[src/suat_pkg.sv]
`default_nettype none

package suat_pkg;

    localparam int KEY_W         = 22;
    localparam int UID_W         = 32;
    localparam int VAL_W         = 32;
    localparam int SUM_W         = 48;
    localparam int CNT_W         = 22;
    localparam int IDX_W         = 6;
    localparam int SLOT_W        = 10;
    localparam int DEFAULT_DEPTH = 64;

    typedef enum logic [1:0] {
        OP_START = 2'd0,
        OP_PROC  = 2'd1,
        OP_END   = 2'd2,
        OP_READ  = 2'd3
    } op_t;

    typedef enum logic [1:0] {
        ST_DONE = 2'd0,
        ST_HIT  = 2'd1,
        ST_NEW  = 2'd2,
        ST_FULL = 2'd3
    } status_t;

    // Query that walks the row of cells, one cell per cycle.
    typedef struct packed {
        logic              valid;
        op_t               op;
        logic [KEY_W-1:0]  key;
        logic [UID_W-1:0]  uid;
        logic [VAL_W-1:0]  cpu;
        logic [VAL_W-1:0]  pages;
        logic [IDX_W-1:0]  idx;
        logic              hit;
        logic              have_free;
        logic [SLOT_W-1:0] slot;
        logic              rd_live;
        logic [KEY_W-1:0]  rd_key;
        logic [UID_W-1:0]  rd_owner;
        logic [SUM_W-1:0]  rd_cpu;
        logic [SUM_W-1:0]  rd_pages;
        logic [CNT_W-1:0]  rd_count;
    } token_t;

    // Write of a newly claimed slot, issued when a query leaves the row.
    typedef struct packed {
        logic              en;
        logic [SLOT_W-1:0] slot;
        logic [KEY_W-1:0]  key;
        logic [UID_W-1:0]  uid;
        logic [VAL_W-1:0]  cpu;
        logic [VAL_W-1:0]  pages;
    } claim_t;

    typedef struct packed {
        status_t           status;
        logic [IDX_W-1:0]  slot_used;
        logic              live;
        logic [KEY_W-1:0]  key;
        logic [UID_W-1:0]  owner;
        logic [SUM_W-1:0]  cpu;
        logic [SUM_W-1:0]  pages;
        logic [CNT_W-1:0]  count;
    } result_t;

endpackage

`default_nettype wire

[src/suat_cell.sv]
`default_nettype none

module suat_cell
    import suat_pkg::*;
#(
    parameter int ID = 0
)
(
    input  wire logic   clk,
    input  wire logic   rst_n,
    input  wire token_t tok_in,
    input  wire claim_t claim,
    output token_t      tok_out
);

    logic             valid_reg, valid_next;
    logic             seen_reg, seen_next;
    logic [KEY_W-1:0] key_reg, key_next;
    logic [UID_W-1:0] owner_reg, owner_next;
    logic [SUM_W-1:0] cpu_reg, cpu_next;
    logic [SUM_W-1:0] pages_reg, pages_next;
    logic [CNT_W-1:0] count_reg, count_next;
    token_t           tok_reg, tok_next;

    logic [SUM_W-1:0] cpu_base, pages_base;
    logic [CNT_W-1:0] count_base;
    logic [SUM_W:0]   cpu_sum, pages_sum;

    // Zero stale sums, then add with saturation
    always_comb
    begin
        cpu_base   = seen_reg ? cpu_reg : '0;
        pages_base = seen_reg ? pages_reg : '0;
        count_base = seen_reg ? count_reg : '0;
        cpu_sum    = {1'b0, cpu_base} + (SUM_W+1)'(tok_in.cpu);
        pages_sum  = {1'b0, pages_base} + (SUM_W+1)'(tok_in.pages);
    end

    // Apply the passing item to this slot and hand it on
    always_comb
    begin
        valid_next = valid_reg;
        seen_next  = seen_reg;
        key_next   = key_reg;
        owner_next = owner_reg;
        cpu_next   = cpu_reg;
        pages_next = pages_reg;
        count_next = count_reg;
        tok_next   = tok_in;

        if (tok_in.valid)
        begin
            unique case (tok_in.op)
                OP_START:
                begin
                    seen_next = 1'b0;
                end
                OP_END:
                begin
                    if (!seen_reg)
                        valid_next = 1'b0;
                end
                OP_READ:
                begin
                    if (32'(tok_in.idx) == ID && valid_reg)
                    begin
                        tok_next.rd_live  = 1'b1;
                        tok_next.rd_key   = key_reg;
                        tok_next.rd_owner = owner_reg;
                        tok_next.rd_cpu   = cpu_reg;
                        tok_next.rd_pages = pages_reg;
                        tok_next.rd_count = count_reg;
                    end
                end
                OP_PROC:
                begin
                    if (!tok_in.hit)
                    begin
                        if (!valid_reg)
                        begin
                            if (!tok_in.have_free)
                            begin
                                tok_next.have_free = 1'b1;
                                tok_next.slot      = SLOT_W'(ID);
                            end
                        end
                        else if (key_reg == tok_in.key)
                        begin
                            tok_next.hit  = 1'b1;
                            tok_next.slot = SLOT_W'(ID);
                            seen_next     = 1'b1;
                            cpu_next      = cpu_sum[SUM_W] ? '1 : cpu_sum[SUM_W-1:0];
                            pages_next    = pages_sum[SUM_W] ? '1 : pages_sum[SUM_W-1:0];
                            count_next    = (count_base == '1) ? count_base
                                                               : count_base + CNT_W'(1);
                        end
                    end
                end
                default:
                begin
                end
            endcase
        end

        // Fill a claimed slot from the record
        if (claim.en && claim.slot == SLOT_W'(ID))
        begin
            valid_next = 1'b1;
            seen_next  = 1'b1;
            key_next   = claim.key;
            owner_next = claim.uid;
            cpu_next   = SUM_W'(claim.cpu);
            pages_next = SUM_W'(claim.pages);
            count_next = CNT_W'(1);
        end
    end

    always_ff @(posedge clk or negedge rst_n)
    begin
        if (!rst_n)
        begin
            valid_reg <= 1'b0;
            seen_reg  <= 1'b0;
            tok_reg   <= '0;
        end
        else
        begin
            valid_reg <= valid_next;
            seen_reg  <= seen_next;
            tok_reg   <= tok_next;
        end
    end

    always_ff @(posedge clk)
    begin
        key_reg   <= key_next;
        owner_reg <= owner_next;
        cpu_reg   <= cpu_next;
        pages_reg <= pages_next;
        count_reg <= count_next;
    end

    assign tok_out = tok_reg;

endmodule

`default_nettype wire

[config.mk]
export PLATFORM = sky130hd
export DESIGN_NAME = suat_cell
export DESIGN_NICKNAME = d
export VERILOG_FILES = /design/src/suat_pkg.sv /design/src/suat_cell.sv
export SDC_FILE = /design/constraint.sdc
export NUM_CORES = 1
export LEC_CHECK = 0
export BUFFER_PORTS_ARGS = -buffer_cell sky130_fd_sc_hd__buf_2
export CORE_AREA = 2 2 297 299
export CTS_CLUSTER_SIZE = 40
export DETAILED_ROUTE_END_ITERATION = 6
export DIE_AREA = 0 0 299 301
export GPL_TIMING_DRIVEN = 0
export PLACE_DENSITY = 0.47
export SLEW_MARGIN = 20
export SYNTH_ARGS = -nofsm -noshare
export SYNTH_HDL_FRONTEND = slang
export SYNTH_SLANG_ARGS = --single-unit
[constraint.sdc]
create_clock -name clk -period 5.7 [get_ports clk]
set_input_delay 0.855 -clock clk [delete_from_list [all_inputs] [get_ports clk]]
set_output_delay 0.855 -clock clk [all_outputs]
set_load 0.01 [all_outputs]
==> impl_metrics.json, run 1 <==
{
  "place_area_um2": 27000,
  "pin_count": 755,
  "ctsHtreeMaxLevel": 2,
  "wl_per_cell_um": 22.0,
  "totalWireLength_um": 84600,
  "firstDrtPassIters": 5,
  "finish.instance_area_um2": 29100,
  "gr-usage-all-layers_pct": 18.1,
  "drive_gt1_share_pct": 39.9,
  "worst_pin_slew_ns": 0.992,
  "clock_sinks": 486,
  "hold_slack_ns": 0.142,
  "fin_crit_sh_pct": 94.1,
  "cts_tree": "built",
  "largest_reg_flops": 312,
  "grt_pass1_vias": 18700,
  "r2r-end": "cpu_reg[24]",
  "vias_per_cell": 4.62,
  "synth-edff-count": 118,
  "slew_viol_final": 0,
  "cp_max_fo": 10,
  "clkSlewWorstSetupHoldPaths_ns": 0.06,
  "status": "finished clean",
  "route.detailed.drc": 0,
  "die_w_um": 299,
  "syn_nets": 2319,
  "place.gp.congestion": 0.887,
  "initial_core_util_pct": 25.0,
  "hold_path_class": "input port to asynchronous set/reset pin",
  "async_flop_share_pct": 64.6,
  "yosysWarnings": 0,
  "cp-start-kind": "register",
  "antenna_found_initial": 18,
  "synth_flop_cell": "dfrtp_1",
  "grt_max_degree": 99,
  "clock_path_buffers": 3,
  "post-place-ws_ns": -1.08,
  "ys_ff_latch": 486,
  "hold_buffers": 0,
  "root_buffer": "clkbuf_16",
  "yosysUniqueCellTypes": 77,
  "numCtsBuffers": 57,
  "reg2reg_depth": 18,
  "skew_ns": 0.0287,
  "syn_to_final_growth_pct": 34.7,
  "synth_area_per_cell_um2": 11.9,
  "postRouteAntennaNets": 0,
  "rsz0062_at_grt": "false",
  "r2r_setup_slack_ns": 0.34,
  "ir_worst_vdd_v": 0.000245,
  "setup_slack_ns": 0.339,
  "seq_area_frac_synth_pct": 57.8,
  "dieArea_um2": 90000,
  "setup_viol": 0,
  "relSlewSlack_pct": 33.9,
  "clock_latency_ns": 0.65,
  "worstPathRequired_ns": 6.08,
  "maxClockFrequency_ghz": 0.187,
  "std_cell_rows": 108,
  "nNetsFinal": 3140,
  "r2r-start": "seen_reg",
  "worst-setup-path-type": "register to register",
  "cap_violations": 0,
  "drt_iter0_markers": 1141,
  "syn_inst": 1809,
  "pwr_density_cell_nw_per_um2": 284,
  "finalCriticalPeriod_ns": 5.36,
  "worstPathArrival_ns": 5.74,
  "grt_pass1_wl_um": 123000,
  "syn_area_um2": 21600,
  "tns_ns": 0,
  "endpoint_kind": "register",
  "hpwlAfterDp_um": 66600,
  "die_h_um": 301,
  "hold_viol_final": 0,
  "grt-ovfl-total": 0,
  "vias": 17800,
  "p_total_mw": 8.25,
  "p_leak_nw": 12.9,
  "port_buffers": 754,
  "core_um2": 86500
}
## how the worst max path moves through the flow
| stage | slack, ns | end | cells past startpoint | from |
|---|---|---|---|---|
| CTS | 0.02 | pages_reg[30] | 17 | seen_reg |
| detailed placement | -1.08 | cpu_reg[24] | 16 | seen_reg |
| global placement | -2.51 | tok_out[274] | 1 | rst_n |
| global route | 0.01 | cpu_reg[24] | 17 | seen_reg |
| floorplan | 1.72 | pages_reg[25] | 18 | seen_reg |
| finish | 0.34 | cpu_reg[24] | 18 | seen_reg |
## layout make-up
class | instances | area [µm²]
fillers | 8858 | 57400
flip-flops and latches | 486 | 12500
multi-input cells | 1201 | 8660
repair buffers | 763 | 3970
clock buffers | 74 | 1550
well taps | 1155 | 1450
clock inverters | 33 | 457
plain buffers | 100 | 427
inverters | 21 | 78.8
diodes | 10 | 25.0
## layout by cell type, fill, tap and decap left out, types with 10 or more instances in the layout
master / Yosys / final
xnor2_1: 51 / 51
clkbuf_1: 79 / 85
a31oi_1: 50 / 49
o21bai_1: 13 / 13
buf_2: 12 / 766
a21o_1: 32 / 32
and2_1: 86 / 86
mux2_2: 167 / 167
o21ai_0: 76 / 76
dfxtp_1: 54 / 54
o22a_1: 32 / 32
ha_1: 65 / 65
dfrtp_1: 314 / 314
nand2_1: 106 / 105
nor3_1: 25 / 25
edfxtp_1: 118 / 118
nand4_1: 37 / 37
and3_1: 16 / 16
nand3_1: 51 / 51
a21oi_1: 99 / 99
clkbuf_16: 0 / 58
nor2_1: 96 / 95
nor4_1: 19 / 19
xor2_1: 39 / 39
inv_1: 20 / 20
o21a_1: 10 / 10
diode_2: 0 / 10
## per-stage QoR
stage | utilization, % | instances
2_1_floorplan | - | 1809
3_3_place_gp | 31.0 | 3718
3_5_place_dp | 31.2 | 3725
4_1_cts | 33.6 | 3832
5_1_grt | 33.6 | 3841
6_report | 33.6 | 3843
## power by group
group | switching (mW) | leakage, nW | internal (mW) | total, mW
combinational | 0.345 | 6.74 | 0.292 | 0.637
clock | 1.60 | 0.967 | 2.30 | 3.91
sequential | 0.0310 | 5.16 | 3.67 | 3.70
## synthesized netlist by cell type (all sizes together) (50+ instances only)
cell      n  area share [%]
o21ai    78             1.8
dfrtp   314              36
a31oi    50             1.4
nor2     98             1.7
ha       65             3.8
clkbuf   80             1.4
dfxtp    54             5.0
xnor2    51             2.1
edfxtp  118              16
a21oi    99             2.3
nand3    52             1.2
nand2   106             1.8
and2     86             2.5
mux2    167             8.7
## cells by family after synthesis
family          after synthesis  synth area share [%]
flops                       486                  57.8
simple gates                485                  11.5
compound gates              387                  11.8
mux                         172                  8.94
buf+inv                     122                  2.32
xor+xnor                     90                  3.65
fa+ha+maj                    67                  3.95
## worst max-delay path, stage by stage, from the launching register on
cell and delay, ns:
dfrtp_1 0.59, clkbuf_2 0.34, buf_2 0.33, clkbuf_1 0.27, and2_1 0.20, ha_1 0.22
fa_1 0.46, a211oi_1 0.31, o211ai_1 0.20, a32oi_1 0.44, nor3_1 0.15, o211ai_1 0.18
buf_4 0.16, and2_1 0.13, clkbuf_1 0.35, o31ai_4 0.10, buf_12 0.19, buf_2 0.21
o22a_1 0.21
## what timing repair did
action | in CTS | in global routing
setup endpoints to repair | 96 | 54
pin swaps | 1 | 1
resized for setup | 4 | 4
buffers inserted | 1 | 1
## layer usage
| metal | part of all wire, % | track usage, % | vias up |
|---|---|---|---|
| met1 | 41 | 22.8 | 8755 |
| met3 | 5.9 | 3.22 | 125 |
| met4 | 2.1 | 4.82 | 8 |
| li1 | - | - | 8262 |
| met2 | 51 | 31.9 | 601 |
| met5 | 0.048 | 0 | - |
(Power assumes the default switching activity.)
==> run 2, diff against run 1 <==
--- a/config.mk
+++ b/config.mk
@@ -11,6 +11,7 @@
 export DETAILED_ROUTE_END_ITERATION = 6
 export DIE_AREA = 0 0 299 301
 export GPL_TIMING_DRIVEN = 0
+export MAX_ROUTING_LAYER = met4
 export PLACE_DENSITY = 0.47
 export SLEW_MARGIN = 20
 export SYNTH_ARGS = -nofsm -noshare
==> run 2 against run 1 <==
  * Worst hold slack lost 0.00055 ns
  * Final area barely moved
  * Non-clock buffer count did not move
  * Sequential power barely moved
  * Clock power barely moved
  * Core utilization hardly changed
  * Flip-flop and latch count is the same
  * Setup slack improved by 0.00094 ns
  * Power is essentially flat
  * Die area stayed put
  * Count of clock-buffer cells in the layout did not move
==> impl_metrics.json, run 2 (synthesized netlist as in run 1, its figures left out) <==
{
  "worstPathRequired_ns": 6.08,
  "crit_slowest_cell": "dfrtp_1",
  "crit_family": "buffers and inverters",
  "vias_per_cell": 4.64,
  "grt_pass1_vias": 18700,
  "largest_reg_flops": 312,
  "numCtsBuffers": 57,
  "nNetsFinal": 3140,
  "worst_pin_slew_ns": 1.01,
  "mostFrequentLayoutCells": "buf_2 (766), dfrtp_1 (314), mux2_2 (167)",
  "hpwlAfterDp_um": 66600,
  "route.detailed.drc": 0,
  "ctsHtreeMaxLevel": 2,
  "cp_max_fo": 10,
  "p_leak_nw": 12.9,
  "cts_tree": "built",
  "postRouteAntennaNets": 0,
  "hold_path_class": "input port to asynchronous set/reset pin",
  "hold_slack_ns": 0.142,
  "setup_slack_ns": 0.340,
  "fin_crit_sh_pct": 94.0,
  "post-place-ws_ns": -1.08,
  "setup_viol": 0,
  "maxClockFrequency_ghz": 0.187,
  "pin_count": 755,
  "worstPathArrival_ns": 5.74,
  "worst-setup-path-type": "register to register",
  "totalWireLength_um": 84600,
  "pwr_density_cell_nw_per_um2": 284,
  "crit_path_max_incr_delay_ns": 0.59,
  "hold_viol_final": 0,
  "vias": 17900,
  "gr-usage-all-layers_pct": 18.6,
  "clock_path_buffers": 3,
  "firstDrtPassIters": 5,
  "ir_worst_vdd_v": 0.000245,
  "clock_latency_ns": 0.65,
  "initial_core_util_pct": 25.0,
  "core_um2": 86500,
  "place.gp.congestion": 0.902,
  "skew_ns": 0.0314,
  "dieArea_um2": 90000,
  "final_common_cell": "buf_2",
  "root_buffer": "clkbuf_16",
  "crit_path_cell_trace": "clkbuf_2 -> buf_2 -> clkbuf_1 -> and2_1 -> ha_1 -> fa_1 -> a211oi_1 -> o211ai_1 -> a32oi_1 -> nor3_1 -> o211ai_1 -> buf_4 -> and2_1 -> clkbuf_1 -> o31ai_4 -> buf_12 -> buf_2 -> o22a_1",
  "antenna_found_initial": 18,
  "grt_max_degree": 99,
  "relSlewSlack_pct": 32.6,
  "clock_sinks": 486,
  "clkSlewWorstSetupHoldPaths_ns": 0.06,
  "die_w_um": 299,
  "cp-start-kind": "register",
  "finalCriticalPeriod_ns": 5.36,
  "grt-ovfl-total": 0,
  "status": "finished clean",
  "grt_pass1_wl_um": 123000,
  "drt_iter0_markers": 1087,
  "wl_per_cell_um": 22.0,
  "endpoint_kind": "register",
  "drive_gt1_share_pct": 39.8,
  "std_cell_rows": 108,
  "crit_buf_inv": 7,
  "port_buffers": 754,
  "die_h_um": 301,
  "slew_viol_final": 0,
  "cap_violations": 0,
  "syn_to_final_growth_pct": 34.7
}
run 2: cell count changes in the layout (fill, tap and decap cells not counted), sizes merged:
cell,before,now
diode,10,14
run 2: cell type report:
type | count | area [µm²]
Clock buffer | 74 | 1550
Tap cell | 1155 | 1450
Timing Repair Buffer | 763 | 3970
Inverter | 21 | 78.8
Fill cell | 8856 | 57400
Multi-Input combinational cell | 1201 | 8650
Sequential cell | 486 | 12500
Clock inverter | 33 | 457
Antenna cell | 14 | 35.0
Buffer | 100 | 427
run 2: through the flow:
| step | util (%) | area, µm² | total power, mW | std cells | setup TNS (ns) |
|---|---|---|---|---|---|
| 6_report | 33.6 | 29100 | 8.25 | 3847 | 0 |
| 2_1_floorplan | - | 21600 | 4.01 | 1809 | 0 |
| 3_3_place_gp | 31.0 | 26800 | 4.40 | 3718 | -855.96 |
| 3_5_place_dp | 31.2 | 27000 | 4.42 | 3725 | -66.24 |
| 4_1_cts | 33.6 | 29000 | 8.36 | 3832 | 0 |
| 5_1_grt | 33.6 | 29100 | 8.57 | 3845 | -0.0111 |
run 2: worst paths after layout:
kind	start	end	slack (ns)	depth (start not counted)
setup / recovery	seen_reg	cpu_reg[24]	0.34	18
hold / removal	rst_n	tok_out[204]	0.14	1
setup reg to reg	seen_reg	cpu_reg[24]	0.34	18
hold reg to reg	owner_reg[1]	tok_out[119]	0.48	1
max in group asynchronous	rst_n	tok_out[88]	4.70	2
min in group clk	tok_in[284]	tok_out[284]	0.32	1
run 2: timing repair:
item                                    in CTS  in global routing
gates cloned                                 0                  0
hold buffers                                 0                  0
endpoints found under the setup margin      96                 52
pin swaps                                    1                  1
buffers inserted                             1                  1
gates resized for setup                      4                  3
run 2: routing by layer:
layer / part of all wire, % / vias to the layer above / track usage (%)
met3: 5.3 / 121 / 2.97
met1: 42 / 8846 / 22.8
li1: - / 8274 / -
met4: 2.1 / 0 / 4.86
met2: 51 / 609 / 31.9
met5: 0 / - / -
run 2: power by group:
group | leakage (nW) | internal (mW) | switching [mW]
Combinational | 6.74 | 0.292 | 0.345
Clock | 0.967 | 2.30 | 1.61
Sequential | 5.16 | 3.67 | 0.0310
